### src/sv/csvs_pkg.sv
// Shared types and constants for the CSV row field splitter.
`default_nettype none

package csvs_pkg;

  // Byte that opens and closes a quoted section
  localparam logic [7:0] QUOTE_BYTE = 8'h22;

  // Delimiter after reset: comma
  localparam logic [7:0] DELIM_RESET = 8'h2c;

  // Result kind codes
  localparam logic KIND_CHAR = 1'b0;
  localparam logic KIND_END  = 1'b1;

  // One classified input item waiting for the back end
  typedef struct packed {
    logic       has_byte;   // byte result present (character or field end)
    logic       byte_kind;  // kind of the byte result
    logic [7:0] byte_char;  // byte passed through when byte_kind is a character
    logic       has_end;    // row-closing field end follows
  } entry_t;

endpackage

`default_nettype wire

### src/sv/csvs_front.sv
// Front end: accept input bytes, track quote state and classify each item.
`default_nettype none

module csvs_front (
  input  wire logic               clk,
  input  wire logic               rst,
  input  wire logic               cfg_wen,
  input  wire logic [7:0]         cfg_wdata,
  input  wire logic               push,
  input  wire logic               full,
  input  wire logic [7:0]         char_in,
  input  wire logic               has_char,
  input  wire logic               row_end,
  output logic                    wr_en,
  output csvs_pkg::entry_t        wr_entry
);

  logic [7:0] delimiter;
  logic       in_quotes;
  logic       quote_pending;
  logic       in_quotes_next;
  logic       quote_pending_next;
  logic       accept;
  logic       is_quote;
  logic       is_delim;
  logic       doubled;
  logic       quoted_text;

  // Hold the delimiter register
  always_ff @(posedge clk) begin
    if (rst) begin
      delimiter <= csvs_pkg::DELIM_RESET;
    end else if (cfg_wen) begin
      delimiter <= cfg_wdata;
    end
  end

  assign accept      = push && !full;
  assign is_quote    = (char_in == csvs_pkg::QUOTE_BYTE);
  assign is_delim    = (char_in == delimiter);
  // Pending quote followed by a quote: the pair stays inside the section
  assign doubled     = in_quotes && quote_pending && is_quote;
  // Byte handled as quoted text (a pending quote with another byte closes first)
  assign quoted_text = in_quotes && !quote_pending;

  // Classify the byte and work out the next quote state
  always_comb begin
    in_quotes_next     = in_quotes;
    quote_pending_next = quote_pending;
    wr_entry.has_byte  = has_char;
    wr_entry.byte_kind = csvs_pkg::KIND_CHAR;
    wr_entry.byte_char = char_in;
    wr_entry.has_end   = row_end;
    if (has_char) begin
      if (doubled) begin
        quote_pending_next = 1'b0;
      end else if (quoted_text) begin
        quote_pending_next = is_quote;
      end else begin
        quote_pending_next = 1'b0;
        if (is_delim) begin
          in_quotes_next     = 1'b0;
          wr_entry.byte_kind = csvs_pkg::KIND_END;
          wr_entry.byte_char = 8'h00;
        end else begin
          in_quotes_next = is_quote;
        end
      end
    end
    if (row_end) begin
      in_quotes_next     = 1'b0;
      quote_pending_next = 1'b0;
    end
  end

  // Drop idle items; queue every item that causes a result
  assign wr_en = accept && (has_char || row_end);

  // Advance quote state on each accepted transaction
  always_ff @(posedge clk) begin
    if (rst) begin
      in_quotes     <= 1'b0;
      quote_pending <= 1'b0;
    end else if (accept) begin
      in_quotes     <= in_quotes_next;
      quote_pending <= quote_pending_next;
    end
  end

endmodule

`default_nettype wire

### src/sv/csvs_fifo.sv
// Short queue of classified items between front and back end.
`default_nettype none

module csvs_fifo #(
  parameter int DEPTH = 4
) (
  input  wire logic               clk,
  input  wire logic               rst,
  input  wire logic               wr_en,
  input  wire csvs_pkg::entry_t   wr_entry,
  input  wire logic               rd_en,
  output csvs_pkg::entry_t        rd_entry,
  output logic                    full,
  output logic                    empty
);

  localparam int PW = (DEPTH > 1) ? $clog2(DEPTH) : 1;
  localparam int CW = $clog2(DEPTH + 1);
  localparam logic [PW-1:0] LAST_PTR = PW'(DEPTH - 1);
  localparam logic [CW-1:0] FULL_CNT = CW'(DEPTH);

  csvs_pkg::entry_t mem [DEPTH];
  logic [PW-1:0] wr_ptr;
  logic [PW-1:0] rd_ptr;
  logic [CW-1:0] count;
  logic          do_wr;
  logic          do_rd;

  assign full     = (count == FULL_CNT);
  assign empty    = (count == '0);
  assign do_wr    = wr_en && !full;
  assign do_rd    = rd_en && !empty;
  assign rd_entry = mem[rd_ptr];

  // Store entries
  always_ff @(posedge clk) begin
    if (do_wr) begin
      mem[wr_ptr] <= wr_entry;
    end
  end

  // Advance pointers and occupancy
  always_ff @(posedge clk) begin
    if (rst) begin
      wr_ptr <= '0;
      rd_ptr <= '0;
      count  <= '0;
    end else begin
      if (do_wr) begin
        wr_ptr <= (wr_ptr == LAST_PTR) ? '0 : wr_ptr + PW'(1);
      end
      if (do_rd) begin
        rd_ptr <= (rd_ptr == LAST_PTR) ? '0 : rd_ptr + PW'(1);
      end
      if (do_wr && !do_rd) begin
        count <= count + CW'(1);
      end else if (do_rd && !do_wr) begin
        count <= count - CW'(1);
      end
    end
  end

endmodule

`default_nettype wire

### src/sv/csvs_back.sv
// Back end: expand queued items into one or two results in an output register.
`default_nettype none

module csvs_back (
  input  wire logic               clk,
  input  wire logic               rst,
  input  wire csvs_pkg::entry_t   rd_entry,
  input  wire logic               q_empty,
  output logic                    rd_en,
  input  wire logic               pop,
  output logic                    empty,
  output logic                    kind,
  output logic [7:0]              char_out,
  output logic                    row_done,
  output logic                    last
);

  logic out_valid;
  logic second;       // byte result of head entry already sent
  logic load;
  logic send_byte;

  assign empty     = !out_valid;
  assign load      = !out_valid || pop;
  assign send_byte = !second && rd_entry.has_byte;
  // Release the head entry once its final result is loaded
  assign rd_en     = load && !q_empty && !(send_byte && rd_entry.has_end);

  // Track which result of the head entry comes next
  always_ff @(posedge clk) begin
    if (rst) begin
      out_valid <= 1'b0;
      second    <= 1'b0;
    end else if (load) begin
      out_valid <= !q_empty;
      if (!q_empty) begin
        second <= send_byte && rd_entry.has_end;
      end
    end
  end

  // Load the output register
  always_ff @(posedge clk) begin
    if (load && !q_empty) begin
      if (send_byte) begin
        kind     <= rd_entry.byte_kind;
        char_out <= rd_entry.byte_char;
        row_done <= 1'b0;
        last     <= !rd_entry.has_end;
      end else begin
        kind     <= csvs_pkg::KIND_END;
        char_out <= 8'h00;
        row_done <= 1'b1;
        last     <= 1'b1;
      end
    end
  end

endmodule

`default_nettype wire

### src/sv/csv_row_field_splitter.sv
// Top level of the CSV row field splitter: front end, item queue, back end.
// An accepted byte is written to the queue, then loaded into the back end output register.
// Throughput: one input item per cycle while the queue is not full; an item with a byte
//   and a row end yields two results, sent one after the other by the back end output register.
// The queue of QUEUE_DEPTH entries lets front and back end stall apart.
// Reset (rst, synchronous): clears quote state, queue and the output valid flag,
//   and sets the delimiter to a comma.
`default_nettype none

module csv_row_field_splitter #(
  parameter int QUEUE_DEPTH = 4
) (
  input  wire logic       clk,
  input  wire logic       rst,
  input  wire logic       cfg_wen,
  input  wire logic [7:0] cfg_wdata,
  input  wire logic       push,
  output logic            full,
  input  wire logic [7:0] char_in,
  input  wire logic       has_char,
  input  wire logic       row_end,
  input  wire logic       pop,
  output logic            empty,
  output logic            kind,
  output logic [7:0]      char_out,
  output logic            row_done,
  output logic            last
);

  csvs_pkg::entry_t wr_entry;
  csvs_pkg::entry_t rd_entry;
  logic             wr_en;
  logic             rd_en;
  logic             q_empty;

  csvs_front u_front (
    .clk       (clk),
    .rst       (rst),
    .cfg_wen   (cfg_wen),
    .cfg_wdata (cfg_wdata),
    .push      (push),
    .full      (full),
    .char_in   (char_in),
    .has_char  (has_char),
    .row_end   (row_end),
    .wr_en     (wr_en),
    .wr_entry  (wr_entry)
  );

  csvs_fifo #(
    .DEPTH (QUEUE_DEPTH)
  ) u_fifo (
    .clk      (clk),
    .rst      (rst),
    .wr_en    (wr_en),
    .wr_entry (wr_entry),
    .rd_en    (rd_en),
    .rd_entry (rd_entry),
    .full     (full),
    .empty    (q_empty)
  );

  csvs_back u_back (
    .clk      (clk),
    .rst      (rst),
    .rd_entry (rd_entry),
    .q_empty  (q_empty),
    .rd_en    (rd_en),
    .pop      (pop),
    .empty    (empty),
    .kind     (kind),
    .char_out (char_out),
    .row_done (row_done),
    .last     (last)
  );

`ifndef SYNTHESIS
  // Row close is always a field end and the final result of its transaction
  a_row_done_end: assert property (@(posedge clk) disable iff (rst)
    (!empty && row_done) |-> (kind == csvs_pkg::KIND_END) && last)
    else $error("row_done without final field end");

  // A field end carries no character
  a_end_no_char: assert property (@(posedge clk) disable iff (rst)
    (!empty && kind == csvs_pkg::KIND_END) |-> (char_out == 8'h00))
    else $error("field end with nonzero char_out");

  // The queue fills only after an accepted transaction
  a_full_rise: assert property (@(posedge clk) disable iff (rst)
    $rose(full) |-> $past(push))
    else $error("queue filled without an input transaction");
`endif

endmodule

`default_nettype wire

### config.mk
export PLATFORM = sky130hd
export DESIGN_NAME = csv_row_field_splitter
export DESIGN_NICKNAME = d
export VERILOG_FILES = /design/src/sv/csvs_pkg.sv /design/src/sv/csvs_front.sv /design/src/sv/csvs_fifo.sv /design/src/sv/csvs_back.sv /design/src/sv/csv_row_field_splitter.sv
export SDC_FILE = /design/constraint.sdc
export NUM_CORES = 1
export LEC_CHECK = 0
export ABC_AREA = 1
export BUFFER_PORTS_ARGS = -buffer_cell sky130_fd_sc_hd__buf_2
export CAP_MARGIN = 20
export CORE_MARGIN = 1.5
export CORE_UTILIZATION = 40
export DETAILED_ROUTE_END_ITERATION = 8
export PLACE_DENSITY = 0.56
export RECOVER_POWER = 100
export SETUP_SLACK_MARGIN = 0.3
export SLEW_MARGIN = 20
export SYNTH_ARGS = -nofsm -noshare
export SYNTH_HDL_FRONTEND = slang
export SYNTH_HIERARCHICAL = 1
export SYNTH_SLANG_ARGS = --single-unit
### constraint.sdc
create_clock -name clk -period 4.2 [get_ports clk]
set_input_delay 0.42 -clock clk [delete_from_list [all_inputs] [get_ports clk]]
set_output_delay 0.42 -clock clk [all_outputs]
set_load 0.1 [all_outputs]
# == Word level (Yosys, flattened, before mapping) ==
# Memory sizes are Yosys's and may differ from the RTL's. A register that Yosys moved wholly into a read port is not among the register bits.
# Cells that the tools add are included.
# totals
mem_bits_rw,44
mem_count,1
inputBits,23
out_inout_bits,13
ff_bits,30
# op_classes
muxes,22
eq_ne,7
n_reduce_logical,30
addsub,4
n_bitwise,1
# mem_list
memory,words,word_bits,read_ports,rd_clocked_by_memory_dff,wr,line,text
u_fifo.mem,4,11,1,1,1,csvs_fifo.sv:22,csvs_pkg::entry_t mem [DEPTH];
# ops
operator,n
9-bit two-way mux,4
1-bit logical AND,13
1-bit two-way mux,12
1-bit zero test,9
"8-bit by 6-bit equality test with 1-bit output, second input constant",1
8-bit equality test,1
2-bit two-way mux,4
3-bit two-way mux,2
"2-bit by 1-bit adder with 2-bit output, second input constant",2
"2-bit equality test, second input constant",2
"2-bit != test, second input constant",2
2-bit AND reduction,2
4-bit AND reduction,1
2-bit nonzero test,2
"3-bit by 1-bit adder with 3-bit output, second input constant",1
"3-bit equality test, second input constant",1
3-bit zero test,1
"3-bit by 1-bit subtractor with 3-bit output, second input constant",1
1-bit logical OR,2
1-bit inverter,1

# == Depth between registers and ports, before layout ==
# depth
ltp_word,9
ltp_mapped,17
mapped_depth_nobuf,16

# == Hierarchy ==
# Netlist, hierarchy kept.
# by_module_without_submodules
mod,cells_per_inst,seq_area_each_um2,area_per_inst_um2,n_inst
csvs_fifo,178,1501.4,2172.1,1
csvs_front,108,200.2,688.2,1
csvs_back,48,370.4,515.5,1

# == Least setup slack after synthesis ==
# Ideal clock, no wire load.
# synth_path
kind,register to register
start,register u_fifo.count[1]
end,register u_fifo.count[1]
required_ns,4.084
synth_period_minus_slack_ns,2.572
setup_ns,0.116
t_arrival_ns,2.457
path_stages_with_launch,12
setup_slack_ns,1.628
path_cell_list,dfxtp_1 nor2_4 nand2_4 inv_1 nor3_2 nand2_4 inv_1 ha_1 inv_1 fa_1 o21ai_0 nor2_1
# synth_via
elab_chain_cells,8
# synth_lines
item,line,text
from (decl),csvs_fifo.sv:25,logic [CW-1:0] count;
from (signal assigned),csvs_fifo.sv:56,count <= count + CW'(1);
from (signal assigned),csvs_fifo.sv:58,count <= count - CW'(1);
3-bit equality test *,csvs_fifo.sv:29,assign full = (count == FULL_CNT);
named net full,csv_row_field_splitter.sv:18,"output logic full,"
1-bit zero test *,csvs_front.sv:38,assign accept = push && !full;
1-bit logical AND *,csvs_front.sv:38,
1-bit logical AND *,csvs_front.sv:77,assign wr_en = accept && (has_char || row_end);
named net wr_en,csv_row_field_splitter.sv:32,logic wr_en;
1-bit logical AND *,csvs_fifo.sv:31,assign do_wr = wr_en && !full;
named net u_fifo.do_wr,csvs_fifo.sv:26,logic do_wr;
1-bit zero test,csvs_fifo.sv:57,end else if (do_rd && !do_wr) begin
1-bit logical AND,csvs_fifo.sv:57,
2-bit nonzero test (no source line),n/a,
# The timed path passes the listed nets; every way through them passes the cells marked *. The select of a mux whose other input is x is not followed.
# A chain may end at the register's enable or synchronous reset.

==> run metrics <==
CTS tree done; GP Congestion 0.792; largest area contributor in the synthesized netlist edfxtp_1; Ant. Diodes 0; TritonCTS buffer count 9; die height 94.9 um; Die Area 9000 um2; power density cells 726 nW/um2; Yosys reg bits 76; skew final 0.00987 ns; Vias/cell roughly 4.5; die width between 90 and 100 um; DP Worst Slack 1.05 ns; placed insts around 470; cts repair resizes 0; largest cells by area after synthesis edfxtp_1, dfxtp_1, nor2_1; max_cap viols 0; Layout Utilization 0.462; vias in the first global route between 2000 and 2500; IO Count 36; cells after synthesis 334; critical path startpoint category flop; fmax just under 300 MHz; RSZ-0062 raised after global routing false; Slew headroom 0.227; Clock Power Share 0.237; Yosys Warn Count 6; Flop pwr share 0.389; final setup fails 0; Syn Nets 364; crit path kind flop to flop; grt ovf 0; Crit path required time 4.44 ns; postcts setup bufs 0; Peak VDD IR 0.000232 V; all-layer global routing usage 0.141; Yosys cell types 27; Seq/Total Area, Yosys 0.614; initial DRC count 79; hold slack 0.289 ns; Mean Syn Cell Area 10.1 um2; CTS root buffer clkbuf_8; HPWL reported at the end of detailed placement 4.15 mm; Crit. End Element flop; Total Neg Setup Slack 0 ns; clk slew on worst S/H paths around 0.080 ns; total power 2.74 mW; min cycle time layout 3.44 ns; cts hold-fix bufs 0; Routed WL 5.81 mm; remaining antenna violation count after routing 0; Non-Filler Instances 481; CP Max Fanout 23; # rows 33; proportion of layout cells with a drive suffix above 1 0.136; TritonCTS sink count 76; P_leak ~1.6 nW; Int Pwr 1.59 mW; most common cell after layout, fill and taps aside nor2_1; Tightest Pin Transition 1.16 ns; Final period util 0.819; clock buffer depth 2; fin area 3780 um2; # DRC 0; first-pass GRT wire length between 9 and 10 mm; status complete, no violations; Routed wire per std cell 12.1 um; Placement Cell Area 3620 um2; Switch Pwr 1.15 mW; Logic pwr share 0.374; worst-skew pair later-pin latency 0.34 ns; fill cell count 785; Final WS setup 0.761 ns; top cell type's share of synthesized area 0.489; hold crit path type input port to flop; Synth-to-Final Area Change 11.9%; Fin. Hold Viols 0; Switching Fraction 0.421; TritonRoute pass-1 iters 4; Post-Syn Area 3380 um2; H-tree levels 3; max-slew violation count 0; largest net degree at the start of global routing 24; initial antenna violation count 0; most frequent cells in the layout nor2_1, edfxtp_1, inv_1; DR vias 2178; port bufs 35; Post-layout nets 401; Core Area 8180 um2; Initial Util 0.413; Arr. time, crit path approximately 3.7 ns
==> layer usage <==
| layer | routed length (um) | track usage | vias up | part of all wire |
|---|---|---|---|---|
| li1 | - | - | 1151 | - |
| met1 | 2850 | 0.179 | 975 | 0.49 |
| met2 | 2640 | 0.235 | 44 | 0.45 |
| met3 | 233 | 0.0274 | 8 | 0.040 |
| met4 | 76 | 0.0597 | 0 | 0.013 |
| met5 | 0 | 0 | - | 0 |
==> cells by family (layout without fill, tap and decap cells) <==
kind of cell	after synthesis	after routing	synth area share
fa+ha+maj	7	7	0.0282
flops	76	76	0.614
simple gates	133	133	0.186
compound gates	49	49	0.0767
buf+inv	63	105	0.0797
xor+xnor	6	6	0.0156
==> registers in the layout, summed over array words and instances, names as in the netlist, named ones only <==
signal and count:
u_fifo/mem 44, u_back/char_out 8, u_front/delimiter 8, u_fifo/count 3, u_fifo/rd_ptr 2, u_fifo/wr_ptr 2
u_back/kind 1, u_back/last 1, u_back/out_valid 1, u_back/row_done 1, u_back/second 1, u_front/in_quotes 1
u_front/quote_pending 1
==> final timing paths <==
check | start | to | slack, ns | depth (start not counted)
setup / recovery | flop | u_fifo/count[1] | 0.76 | 12
hold / removal | cfg_wdata[3] | u_front/delimiter[3] | 0.29 | 3
setup reg to reg | flop | u_fifo/count[1] | 0.76 | 12
hold reg to reg | u_front/delimiter[0] | u_front/delimiter[0] | 0.48 | 2
==> Yosys cell counts, drive strengths merged <==
cell	n
ha	6
inv	54
nand2	48
edfxtp	55
nand3b	2
o22ai	11
nand4	1
a21oi	8
o21ai	30
dfxtp	21
fa	1
nor2	75
buf	9
or2	1
nor3	1
nand3	5
xnor2	5
xor2	1
==> layout make-up <==
cell class / count / area [um2] / area share
repair buffers: 35 / 155 / 0.0411
flip-flops and latches: 76 / 2070 / 0.548
multi-input cells: 195 / 978 / 0.259
clock inverters: 7 / 115 / 0.0305
clock buffers: 9 / 124 / 0.0328
well taps: 105 / 131 / 0.0348
inverters: 54 / 203 / 0.0536
==> worst max-delay path, cell delays in order (launching register included) <==
cell and delay, ns:
dfxtp_1 0.76, inv_1 0.51, o21ai_0 0.29, o22ai_1 0.09, nand2_1 0.27, nor2_1 0.10, nor2_1 0.30, nand2_4 0.09
ha_1 0.20, inv_1 0.09, fa_1 0.40, o21ai_0 0.17, nor2_1 0.06
==> power by group through the flow <==
stage / registers [mW] / clock network, mW / logic, mW
after floorplan: 1.45 / 0 / 0.546
after global placement: 1.09 / 0 / 1.05
after detailed placement: 1.09 / 0 / 1.06
after CTS: 1.07 / 0.666 / 1.06
after global routing: 1.09 / 0.698 / 1.13
final: 1.07 / 0.650 / 1.03
Note: power is estimated with default switching activity, not from simulation.
